==> config.mk <==
export PLATFORM = sky130hd
export DESIGN_NAME = lsystem_turtle_interpreter
export DESIGN_NICKNAME = d
export VERILOG_FILES = /design/src/rtl/core/lsti_pkg.sv /design/src/rtl/core/lsystem_turtle_interpreter.sv
export SDC_FILE = /design/constraint.sdc
export NUM_CORES = 2
export LEC_CHECK = 0
export BUFFER_PORTS_ARGS = -buffer_cell sky130_fd_sc_hd__buf_2
export CAP_MARGIN = 0
export CORE_MARGIN = 5
export CORE_UTILIZATION = 53
export DETAILED_ROUTE_END_ITERATION = 8
export MAX_ROUTING_LAYER = met4
export PLACE_DENSITY = 0.67
export SETUP_SLACK_MARGIN = 0.05
export SLEW_MARGIN = 5
export SYNTH_ARGS = -nofsm -noshare
export SYNTH_HDL_FRONTEND = slang
export SYNTH_SLANG_ARGS = --single-unit
==> constraint.sdc <==
create_clock -name aclk -period 17.05 [get_ports aclk]
set_input_delay 2.5575 -clock aclk [delete_from_list [all_inputs] [get_ports aclk]]
set_output_delay 2.5575 -clock aclk [all_outputs]
set_load 0.01 [all_outputs]
==> src/rtl/core/lsti_pkg.sv <==
// shared types, constants and sine table for the l-system turtle interpreter
package lsti_pkg;

    localparam int STACK_DEPTH = 16;
    localparam int SINE_BITS   = 15;

    localparam int DEPTH_W = $clog2(STACK_DEPTH + 1);
    localparam int IDX_W   = (STACK_DEPTH > 1) ? $clog2(STACK_DEPTH) : 1;

    localparam int COORD_W = 24;
    localparam int ANGLE_W = 9;
    localparam int LEN_W   = 16;
    localparam int SYM_W   = 8;
    localparam int KIND_W  = 2;

    localparam int ADDR_W    = 5;
    localparam int DATA_W    = 32;
    localparam int REG_IDX_W = ADDR_W - 2;

    localparam int FULL_TURN    = 360;
    localparam int HALF_TURN    = 180;
    localparam int QUARTER_TURN = 90;
    localparam int TRIG_IDX_W   = $clog2(QUARTER_TURN + 1);

    // scaled step: magnitude product, rounding carry, then shift by SINE_BITS-1
    localparam int PROD_W  = SINE_BITS + LEN_W;
    localparam int ROUND_W = PROD_W + 1;
    localparam int STEP_W  = ROUND_W - (SINE_BITS - 1);

    // register map, by word index
    localparam logic [REG_IDX_W-1:0] REG_STEP_LENGTH   = REG_IDX_W'(0);
    localparam logic [REG_IDX_W-1:0] REG_ANGLE_STEP    = REG_IDX_W'(1);
    localparam logic [REG_IDX_W-1:0] REG_START_X       = REG_IDX_W'(2);
    localparam logic [REG_IDX_W-1:0] REG_START_Y       = REG_IDX_W'(3);
    localparam logic [REG_IDX_W-1:0] REG_START_HEADING = REG_IDX_W'(4);

    localparam logic [LEN_W-1:0]   STEP_LENGTH_RESET   = LEN_W'(1280);
    localparam logic [ANGLE_W-1:0] ANGLE_STEP_RESET    = ANGLE_W'(10);
    localparam logic [COORD_W-1:0] START_X_RESET       = '0;
    localparam logic [COORD_W-1:0] START_Y_RESET       = '0;
    localparam logic [ANGLE_W-1:0] START_HEADING_RESET = ANGLE_W'(270);

    // symbols
    localparam logic [SYM_W-1:0] SYM_MOVE_FIRST = SYM_W'(8'h41);
    localparam logic [SYM_W-1:0] SYM_MOVE_LAST  = SYM_W'(8'h46);
    localparam logic [SYM_W-1:0] SYM_PLUS       = SYM_W'(8'h2B);
    localparam logic [SYM_W-1:0] SYM_MINUS      = SYM_W'(8'h2D);
    localparam logic [SYM_W-1:0] SYM_PUSH       = SYM_W'(8'h5B);
    localparam logic [SYM_W-1:0] SYM_POP        = SYM_W'(8'h5D);

    typedef enum logic [KIND_W-1:0] {
        KIND_SEGMENT   = 2'd0,
        KIND_OVERFLOW  = 2'd1,
        KIND_UNDERFLOW = 2'd2
    } kind_t;

    typedef struct packed {
        logic [COORD_W-1:0] x;
        logic [COORD_W-1:0] y;
        logic [ANGLE_W-1:0] h;
    } pose_t;

    typedef logic [SINE_BITS-1:0] sine_table_t [0:QUARTER_TURN];

    localparam logic [63:0] Q30_PI = 64'd3373259426;

    // quarter-wave sine, odd taylor series to degree 13 in q2.30
    function automatic sine_table_t build_sine_table();
        sine_table_t tab;
        logic [63:0] x;
        logic [63:0] x2;
        logic [63:0] term;
        longint      sum;
        longint      v;
        longint      amp;
        int          sh;
        amp = longint'(1) << (SINE_BITS - 1);
        sh  = 31 - SINE_BITS;
        for (int d = 0; d <= QUARTER_TURN; d++) begin
            x    = (64'(d) * Q30_PI + 64'd90) / 64'd180;
            x2   = (x * x) >> 30;
            term = x;
            sum  = longint'(x);
            term = ((term * x2) >> 30) / 64'd6;
            sum  = sum - longint'(term);
            term = ((term * x2) >> 30) / 64'd20;
            sum  = sum + longint'(term);
            term = ((term * x2) >> 30) / 64'd42;
            sum  = sum - longint'(term);
            term = ((term * x2) >> 30) / 64'd72;
            sum  = sum + longint'(term);
            term = ((term * x2) >> 30) / 64'd110;
            sum  = sum - longint'(term);
            term = ((term * x2) >> 30) / 64'd156;
            sum  = sum + longint'(term);
            if (sum < 0) sum = 0;
            v = (sum + (longint'(1) << (sh - 1))) >>> sh;
            if (v > amp) v = amp;
            if (d == 0) v = 0;
            if (d == QUARTER_TURN) v = amp;
            tab[d] = v[SINE_BITS-1:0];
        end
        return tab;
    endfunction

    localparam sine_table_t SINE_TABLE = build_sine_table();

endpackage

==> src/rtl/core/lsystem_turtle_interpreter.sv <==
// l-system turtle interpreter: pose update, pose stack and segment output
//
// One symbol is accepted per cycle unless a result is held up at the output. The
// symbol is captured in an input register; when it advances, the pose is updated
// and any result is written to an output register. The clock is set by the pose
// path: heading wrap and quadrant fold, sine table lookup, one of two parallel
// 15 x 16 bit multiplies with rounding, and a 24-bit add. Symbols that give no
// result pass even while a segment or stack error waits on the output; a symbol
// with a result waits until the output register is free or is being read. The
// 16-entry pose stack is held in flip-flops and needs no clearing after reset.
// Writes to the start pose take effect at the next item that starts a new string;
// step length and turn angle apply from the next item processed.
module lsystem_turtle_interpreter (
    input  logic                                  aclk,
    input  logic                                  aresetn,
    // configuration port
    input  logic                                  psel,
    input  logic                                  penable,
    input  logic                                  pwrite,
    input  logic [lsti_pkg::ADDR_W-1:0]           paddr,
    input  logic [lsti_pkg::DATA_W-1:0]           pwdata,
    output logic [lsti_pkg::DATA_W-1:0]           prdata,
    output logic                                  pready,
    // symbol input
    input  logic                                  s_valid,
    output logic                                  s_ready,
    input  logic [lsti_pkg::SYM_W-1:0]            s_symbol,
    input  logic                                  s_first,
    // result output
    output logic                                  m_valid,
    input  logic                                  m_ready,
    output logic [lsti_pkg::KIND_W-1:0]           m_kind,
    output logic signed [lsti_pkg::COORD_W-1:0]   m_from_x,
    output logic signed [lsti_pkg::COORD_W-1:0]   m_from_y,
    output logic signed [lsti_pkg::COORD_W-1:0]   m_to_x,
    output logic signed [lsti_pkg::COORD_W-1:0]   m_to_y
);

    typedef struct packed {
        logic                           neg;
        logic [lsti_pkg::SINE_BITS-1:0] mag;
    } trig_t;

    localparam logic [lsti_pkg::ANGLE_W-1:0] TURN_A =
        lsti_pkg::ANGLE_W'(lsti_pkg::FULL_TURN);
    localparam logic [lsti_pkg::ANGLE_W-1:0] HALF_A =
        lsti_pkg::ANGLE_W'(lsti_pkg::HALF_TURN);
    localparam logic [lsti_pkg::ANGLE_W-1:0] QUARTER_A =
        lsti_pkg::ANGLE_W'(lsti_pkg::QUARTER_TURN);
    localparam logic [lsti_pkg::ANGLE_W-1:0] THREE_QUARTER_A =
        lsti_pkg::ANGLE_W'(lsti_pkg::HALF_TURN + lsti_pkg::QUARTER_TURN);
    localparam logic [lsti_pkg::ROUND_W-1:0] ROUND_HALF =
        lsti_pkg::ROUND_W'(1) << (lsti_pkg::SINE_BITS - 2);
    localparam logic [lsti_pkg::DEPTH_W-1:0] DEPTH_FULL =
        lsti_pkg::DEPTH_W'(lsti_pkg::STACK_DEPTH);

    // fold an angle below a full turn onto the quarter-wave table
    function automatic trig_t sine_of(input logic [lsti_pkg::ANGLE_W-1:0] a);
        trig_t                           t;
        logic [lsti_pkg::ANGLE_W-1:0]    idx;
        if (a <= QUARTER_A) begin
            idx   = a;
            t.neg = 1'b0;
        end else if (a <= HALF_A) begin
            idx   = HALF_A - a;
            t.neg = 1'b0;
        end else if (a <= THREE_QUARTER_A) begin
            idx   = a - HALF_A;
            t.neg = 1'b1;
        end else begin
            idx   = TURN_A - a;
            t.neg = 1'b1;
        end
        t.mag = lsti_pkg::SINE_TABLE[idx[lsti_pkg::TRIG_IDX_W-1:0]];
        return t;
    endfunction

    // length times trig, rounded to nearest with ties away from zero
    function automatic logic [lsti_pkg::COORD_W-1:0] scale_step(
        input trig_t                        t,
        input logic [lsti_pkg::LEN_W-1:0]   len
    );
        logic [lsti_pkg::PROD_W-1:0]    prod;
        logic [lsti_pkg::ROUND_W-1:0]   rnd;
        logic [lsti_pkg::COORD_W-1:0]   ext;
        prod = lsti_pkg::PROD_W'(t.mag) * lsti_pkg::PROD_W'(len);
        rnd  = {1'b0, prod} + ROUND_HALF;
        ext  = lsti_pkg::COORD_W'(rnd[lsti_pkg::ROUND_W-1:lsti_pkg::SINE_BITS-1]);
        return t.neg ? (~ext + lsti_pkg::COORD_W'(1)) : ext;
    endfunction

    function automatic logic [lsti_pkg::ANGLE_W-1:0] wrap_angle(
        input logic [lsti_pkg::ANGLE_W-1:0] a
    );
        return (a >= TURN_A) ? (a - TURN_A) : a;
    endfunction

    // configuration registers
    logic [lsti_pkg::LEN_W-1:0]     step_length_reg;
    logic [lsti_pkg::ANGLE_W-1:0]   angle_step_reg;
    logic [lsti_pkg::COORD_W-1:0]   start_x_reg;
    logic [lsti_pkg::COORD_W-1:0]   start_y_reg;
    logic [lsti_pkg::ANGLE_W-1:0]   start_heading_reg;

    logic                           cfg_write;
    logic [lsti_pkg::REG_IDX_W-1:0] cfg_idx;

    // input stage
    logic                           in_valid_reg;
    logic [lsti_pkg::SYM_W-1:0]     in_symbol_reg;
    logic                           in_first_reg;

    // pose state
    logic [lsti_pkg::COORD_W-1:0]   pos_x_reg;
    logic [lsti_pkg::COORD_W-1:0]   pos_y_reg;
    logic [lsti_pkg::ANGLE_W-1:0]   heading_reg;
    logic [lsti_pkg::DEPTH_W-1:0]   depth_reg;
    lsti_pkg::pose_t                stack_mem [0:lsti_pkg::STACK_DEPTH-1];

    logic [lsti_pkg::COORD_W-1:0]   pos_x_next;
    logic [lsti_pkg::COORD_W-1:0]   pos_y_next;
    logic [lsti_pkg::ANGLE_W-1:0]   heading_next;
    logic [lsti_pkg::DEPTH_W-1:0]   depth_next;

    // output stage
    logic                           out_valid_reg;
    lsti_pkg::kind_t                out_kind_reg;
    logic [lsti_pkg::COORD_W-1:0]   out_from_x_reg;
    logic [lsti_pkg::COORD_W-1:0]   out_from_y_reg;
    logic [lsti_pkg::COORD_W-1:0]   out_to_x_reg;
    logic [lsti_pkg::COORD_W-1:0]   out_to_y_reg;

    logic                           out_valid_next;
    lsti_pkg::kind_t                kind_next;
    logic [lsti_pkg::COORD_W-1:0]   from_x_next;
    logic [lsti_pkg::COORD_W-1:0]   from_y_next;
    logic [lsti_pkg::COORD_W-1:0]   to_x_next;
    logic [lsti_pkg::COORD_W-1:0]   to_y_next;

    // work signals
    logic [lsti_pkg::COORD_W-1:0]   base_x;
    logic [lsti_pkg::COORD_W-1:0]   base_y;
    logic [lsti_pkg::ANGLE_W-1:0]   base_h;
    logic [lsti_pkg::DEPTH_W-1:0]   base_depth;
    logic [lsti_pkg::DEPTH_W-1:0]   depth_less;
    logic [lsti_pkg::ANGLE_W-1:0]   turn;
    logic [lsti_pkg::ANGLE_W:0]     h_plus;
    logic [lsti_pkg::ANGLE_W:0]     h_minus;
    logic [lsti_pkg::ANGLE_W:0]     h_cos;
    logic [lsti_pkg::COORD_W-1:0]   dx;
    logic [lsti_pkg::COORD_W-1:0]   dy;
    lsti_pkg::pose_t                top_pose;
    logic                           is_move;
    logic                           is_plus;
    logic                           is_minus;
    logic                           is_push;
    logic                           is_pop;
    logic                           push_ok;
    logic                           pop_ok;
    logic                           has_result;
    logic                           advance;

    assign pready    = 1'b1;
    assign cfg_write = psel && penable && pwrite;
    assign cfg_idx   = paddr[lsti_pkg::ADDR_W-1:2];

    always_ff @(posedge aclk) begin
        if (!aresetn) begin
            step_length_reg   <= lsti_pkg::STEP_LENGTH_RESET;
            angle_step_reg    <= lsti_pkg::ANGLE_STEP_RESET;
            start_x_reg       <= lsti_pkg::START_X_RESET;
            start_y_reg       <= lsti_pkg::START_Y_RESET;
            start_heading_reg <= lsti_pkg::START_HEADING_RESET;
        end else if (cfg_write) begin
            case (cfg_idx)
                lsti_pkg::REG_STEP_LENGTH: begin
                    step_length_reg <= pwdata[lsti_pkg::LEN_W-1:0];
                end
                lsti_pkg::REG_ANGLE_STEP: begin
                    angle_step_reg <= pwdata[lsti_pkg::ANGLE_W-1:0];
                end
                lsti_pkg::REG_START_X: begin
                    start_x_reg <= pwdata[lsti_pkg::COORD_W-1:0];
                end
                lsti_pkg::REG_START_Y: begin
                    start_y_reg <= pwdata[lsti_pkg::COORD_W-1:0];
                end
                lsti_pkg::REG_START_HEADING: begin
                    start_heading_reg <= pwdata[lsti_pkg::ANGLE_W-1:0];
                end
                default: begin
                end
            endcase
        end
    end

    always_comb begin
        case (cfg_idx)
            lsti_pkg::REG_STEP_LENGTH:   prdata = lsti_pkg::DATA_W'(step_length_reg);
            lsti_pkg::REG_ANGLE_STEP:    prdata = lsti_pkg::DATA_W'(angle_step_reg);
            lsti_pkg::REG_START_X:       prdata = lsti_pkg::DATA_W'(start_x_reg);
            lsti_pkg::REG_START_Y:       prdata = lsti_pkg::DATA_W'(start_y_reg);
            lsti_pkg::REG_START_HEADING: prdata = lsti_pkg::DATA_W'(start_heading_reg);
            default:                     prdata = '0;
        endcase
    end

    always_comb begin
        // a new string starts from the configured pose with an empty stack
        if (in_first_reg) begin
            base_x     = start_x_reg;
            base_y     = start_y_reg;
            base_h     = wrap_angle(start_heading_reg);
            base_depth = '0;
        end else begin
            base_x     = pos_x_reg;
            base_y     = pos_y_reg;
            base_h     = heading_reg;
            base_depth = depth_reg;
        end

        turn    = wrap_angle(angle_step_reg);
        h_plus  = {1'b0, base_h} + {1'b0, turn};
        h_minus = {1'b0, base_h} + {1'b0, TURN_A} - {1'b0, turn};
        h_cos   = {1'b0, base_h} + {1'b0, QUARTER_A};
        if (h_plus >= {1'b0, TURN_A}) h_plus = h_plus - {1'b0, TURN_A};
        if (h_minus >= {1'b0, TURN_A}) h_minus = h_minus - {1'b0, TURN_A};
        if (h_cos >= {1'b0, TURN_A}) h_cos = h_cos - {1'b0, TURN_A};

        dx = scale_step(sine_of(h_cos[lsti_pkg::ANGLE_W-1:0]), step_length_reg);
        dy = scale_step(sine_of(base_h), step_length_reg);

        is_move  = (in_symbol_reg >= lsti_pkg::SYM_MOVE_FIRST) &&
                   (in_symbol_reg <= lsti_pkg::SYM_MOVE_LAST);
        is_plus  = in_symbol_reg == lsti_pkg::SYM_PLUS;
        is_minus = in_symbol_reg == lsti_pkg::SYM_MINUS;
        is_push  = in_symbol_reg == lsti_pkg::SYM_PUSH;
        is_pop   = in_symbol_reg == lsti_pkg::SYM_POP;

        push_ok    = is_push && (base_depth < DEPTH_FULL);
        pop_ok     = is_pop && (base_depth != '0);
        depth_less = base_depth - lsti_pkg::DEPTH_W'(1);
        top_pose   = stack_mem[depth_less[lsti_pkg::IDX_W-1:0]];
        has_result = is_move || (is_push && !push_ok) || (is_pop && !pop_ok);

        pos_x_next   = base_x;
        pos_y_next   = base_y;
        heading_next = base_h;
        depth_next   = base_depth;
        kind_next    = lsti_pkg::KIND_SEGMENT;
        from_x_next  = '0;
        from_y_next  = '0;
        to_x_next    = '0;
        to_y_next    = '0;

        if (is_move) begin
            from_x_next = base_x;
            from_y_next = base_y;
            to_x_next   = base_x + dx;
            to_y_next   = base_y + dy;
            pos_x_next  = to_x_next;
            pos_y_next  = to_y_next;
        end else if (is_plus) begin
            heading_next = h_plus[lsti_pkg::ANGLE_W-1:0];
        end else if (is_minus) begin
            heading_next = h_minus[lsti_pkg::ANGLE_W-1:0];
        end else if (push_ok) begin
            depth_next = base_depth + lsti_pkg::DEPTH_W'(1);
        end else if (pop_ok) begin
            depth_next   = depth_less;
            pos_x_next   = top_pose.x;
            pos_y_next   = top_pose.y;
            heading_next = top_pose.h;
        end else if (is_push) begin
            kind_next = lsti_pkg::KIND_OVERFLOW;
        end else if (is_pop) begin
            kind_next = lsti_pkg::KIND_UNDERFLOW;
        end
    end

    // only an item with a result has to wait for the output register
    assign advance = in_valid_reg && (!out_valid_reg || m_ready || !has_result);
    assign s_ready = !in_valid_reg || advance;

    always_comb begin
        if (advance && has_result) begin
            out_valid_next = 1'b1;
        end else if (m_ready) begin
            out_valid_next = 1'b0;
        end else begin
            out_valid_next = out_valid_reg;
        end
    end

    always_ff @(posedge aclk) begin
        if (!aresetn) begin
            in_valid_reg  <= 1'b0;
            out_valid_reg <= 1'b0;
            pos_x_reg     <= lsti_pkg::START_X_RESET;
            pos_y_reg     <= lsti_pkg::START_Y_RESET;
            heading_reg   <= lsti_pkg::START_HEADING_RESET;
            depth_reg     <= '0;
        end else begin
            out_valid_reg <= out_valid_next;
            if (s_valid && s_ready) begin
                in_valid_reg <= 1'b1;
            end else if (advance) begin
                in_valid_reg <= 1'b0;
            end
            if (advance) begin
                pos_x_reg   <= pos_x_next;
                pos_y_reg   <= pos_y_next;
                heading_reg <= heading_next;
                depth_reg   <= depth_next;
            end
        end
    end

    always_ff @(posedge aclk) begin
        if (s_valid && s_ready) begin
            in_symbol_reg <= s_symbol;
            in_first_reg  <= s_first;
        end
        if (advance && has_result) begin
            out_kind_reg   <= kind_next;
            out_from_x_reg <= from_x_next;
            out_from_y_reg <= from_y_next;
            out_to_x_reg   <= to_x_next;
            out_to_y_reg   <= to_y_next;
        end
        if (advance && push_ok) begin
            stack_mem[base_depth[lsti_pkg::IDX_W-1:0]] <= '{x: base_x, y: base_y, h: base_h};
        end
    end

    assign m_valid  = out_valid_reg;
    assign m_kind   = out_kind_reg;
    assign m_from_x = out_from_x_reg;
    assign m_from_y = out_from_y_reg;
    assign m_to_x   = out_to_x_reg;
    assign m_to_y   = out_to_y_reg;

    a_heading_range: assert property (@(posedge aclk) disable iff (!aresetn)
        heading_reg < TURN_A)
        else $error("heading left the range of a full turn");

    a_depth_range: assert property (@(posedge aclk) disable iff (!aresetn)
        depth_reg <= DEPTH_FULL)
        else $error("stack depth beyond capacity");

    a_error_zero: assert property (@(posedge aclk) disable iff (!aresetn)
        (out_valid_reg && out_kind_reg != lsti_pkg::KIND_SEGMENT) |->
        (out_from_x_reg == '0 && out_from_y_reg == '0 &&
         out_to_x_reg == '0 && out_to_y_reg == '0))
        else $error("stack error item carries coordinates");

    a_stall_source: assert property (@(posedge aclk) disable iff (!aresetn)
        !s_ready |-> (in_valid_reg && out_valid_reg && !m_ready))
        else $error("input stalled without a blocked result");

    a_push_depth: assert property (@(posedge aclk) disable iff (!aresetn)
        (advance && push_ok && !in_first_reg) |=>
        (depth_reg == $past(depth_reg) + lsti_pkg::DEPTH_W'(1)))
        else $error("successful push did not grow the stack");

endmodule

==> impl_metrics.ini <==
[outcome]
status = finished clean

[drt]
final_antenna_net_count = 0
wire_per_inst_um = 26.10
drtIter0Drc = 5584
vias = 49330
drc_errors = 0
vias_per_cell = 6.238
dr.pass1.iters = 6
routed_wl_um = 206400

[critical_path]
crit_arrival_ns = 16.57
start_kind = flop
worst-setup-path-type = flop to flop
crit_required_ns = 17.43
crit_slowest_cell = a2111oi_0
end_kind = flop
path_common_cell = inv_1
worstPathMaxFanout = 11
slowest_delay_ns = 0.65

[floorplan]
io_pins = 186
die_area_mm2 = 0.1420
initial_utilization_pct = 53.37
die_width_um = 376.8
core_area_mm2 = 0.1336
row_count = 134
die_y_um = 376.8

[global_routing]
antenna_found_initial = 14
grt_max_degree = 83
grt_usage_pct = 29.84
overflow = 0
grt_pass1_vias = 48720
grt_pass1_wl_um = 308100

[finish]
layout.cells.non_filler = 7907
num-nets-final = 6788
largest_reg_flops = 912
synthToLayoutAreaGrowth_pct = 10.41
layout-drive-gt1-share_pct = 16.36

[placed_design]
gp_congestion = 0.9232
hpwl_um = 138200
dp_cells = 7683
io_buffers = 166

[synth]
synth-edff-count = 1019
yosys-top-cells-area = edfxtp_1 43%, fa_1 10%, mux4_2 9.2%
avgSynthCellArea_um2 = 12.12
synth_mux_area_share_pct = 10.87
synth_top_area_cell = edfxtp_1
synth_cell_type_count = 118
ys.warnings.count = 0
synth-seq-area-share_pct = 47.01
synthSimpleGateAreaFrac_pct = 10.26
synthArstFlopShare_pct = 0
yosysTopAreaCellShare_pct = 42.91
synth_top_family_by_area = adder cells
synth_cells = 5885
ys.flop_type = edfxtp_1
ys_ff_latch = 1165
synthAdderAreaFrac_pct = 16.16
synth-xor-area-share_pct = 1.865
syn_area_mm2 = 0.07131
synth_compound_area_share_pct = 8.926

[flow_run]
cap_violations = 0

[clock_network]
hold_buffers = 0
clock-sinks = 1165
clk_latency_ns = 0.72
htreeDepth = 3
cts_buffer_depth = 3
path_clk_slew_ns = 0.06
tritoncts = built
cts_buffers = 108
root_buffer = clkbuf_16

[sta]
layout_min_cycle_time_ns = 16.18
finalClockSkew_ns = 0.02952
clock.fmax_mhz = 61.79
fin_tns_setup_ns = 0
finalHoldViolCount = 0
rsz0062_at_grt = false
final_max_slew_viol_count = 0
setup_violations = 0
slew_headroom_pct = 25.94
fin_crit_sh_pct = 94.91
tightest_slew_ns = 1.111

[pwr]
power.leakage_nw = 28.26
power.density_mw_per_mm2 = 203.3
ir_drop_mv = 0.5038
p_total_mw = 16.01

[worst_hold_path]
hp-class = flop to flop
-- cells in the final DEF (no fill, tap or decap), types with 46 or more instances in the layout --
| cell | netlist | final |
|---|---|---|
| o21ai_0 | 132 | 130 |
| buf_4 | 15 | 219 |
| a21oi_1 | 338 | 332 |
| fa_1 | 368 | 368 |
| inv_1 | 534 | 533 |
| o211ai_1 | 75 | 75 |
| buf_2 | 14 | 166 |
| mux2i_1 | 104 | 104 |
| and2_1 | 173 | 172 |
| nor2_1 | 341 | 320 |
| a21o_1 | 46 | 46 |
| dfxtp_1 | 146 | 143 |
| edfxtp_1 | 1019 | 1019 |
| nor3_1 | 60 | 59 |
| a211oi_1 | 49 | 47 |
| nand3_1 | 78 | 76 |
| mux4_2 | 290 | 290 |
| clkbuf_16 | 0 | 112 |
| xnor2_1 | 108 | 101 |
| ha_1 | 332 | 328 |
| nor2b_1 | 50 | 49 |
| nand2_1 | 725 | 724 |
-- logic make-up after synthesis --
logic type	Yosys count
AOI/OAI and AO/OA	962
adders and majority gates	700
buffers and inverters	902
and+or+nand+nor	1597
DFF	1165
other	2
muxes	409
xor gates and xnor gates	148
-- synth_stat cells, drive strengths merged, types with 110 or more instances --
cell type,instances
nand2,725
and2,173
mux4,290
fa,368
o21ai,148
inv,541
ha,332
nor2,345
clkbuf,273
edfxtp,1019
a21oi,339
xnor2,110
dfxtp,146
-- per-stage QoR --
| stage | cell area, um2 | hold slack [ns] | utilization, % | worst slack [ns] |
|---|---|---|---|---|
| 4_1_cts | 78480 | 0.4534 | 58.73 | 0.2626 |
| 6_report | 78730 | 0.4535 | 58.92 | 0.8671 |
| 3_3_place_gp | 74830 | 0.4404 | 56.00 | 0.3888 |
| 3_5_place_dp | 74830 | 0.4456 | 56.00 | 0.3561 |
| 2_1_floorplan | 71340 | 0.4333 | - | 1.680 |
| 5_1_grt | 78730 | 0.4707 | 58.92 | 0.02182 |
-- path summary, 6_finish.rpt --
kind,start,endpoint,slack [ns],depth (start not counted)
min,pos_y_reg[10],pos_y_reg[10],0.45,2
min reg2reg,pos_y_reg[10],pos_y_reg[10],0.45,2
max,start_heading_reg[1],m_to_x[23],0.87,70
max reg2reg,start_heading_reg[1],m_to_x[23],0.87,70
-- final cells by class --
type | instances | area, um2
timing repair buffer | 389 | 2529
fill | 10650 | 54890
inverter | 546 | 2073
antenna | 9 | 22.52
clock inverter | 50 | 574.3
sequential | 1165 | 33530
multi-input combinational | 3825 | 34720
tap | 1768 | 2212
clock buffer | 155 | 3074
-- where the power goes --
part / leakage [nW] / switching (mW) / internal (mW) / total, mW
combinational: 17.5 / 6.42 / 4.01 / 10.4
sequential: 9.00 / 0.00788 / 3.08 / 3.09
clock: 1.78 / 1.06 / 1.43 / 2.49
total: 28.3 / 7.49 / 8.51 / 16.0
-- routing by layer --
metal | track usage (%) | wire length (um)
met5 | - | 0
met4 | 7.645 | 5977
met1 | 42.19 | 83610
met2 | 44.71 | 93420
met3 | 6.209 | 23370
-- worst max-delay path, delay by kind of cell (launching register included) --
| family | cells | cell delay, ns |
|---|---|---|
| DFF | 1 | 0.38 |
| and+or+nand+nor | 16 | 3.77 |
| adders and majority gates | 9 | 3.81 |
| xor gates and xnor gates | 4 | 0.69 |
| muxes | 2 | 0.59 |
| buffers and inverters | 13 | 1.38 |
| AOI/OAI and AO/OA | 26 | 5.17 |
-- timing repair --
item,4_1_cts,5_1_grt
resized for setup,0,36
setup buffers,0,10
endpoints found under the setup margin,0,18
Note: power is estimated with default switching activity, not from simulation.
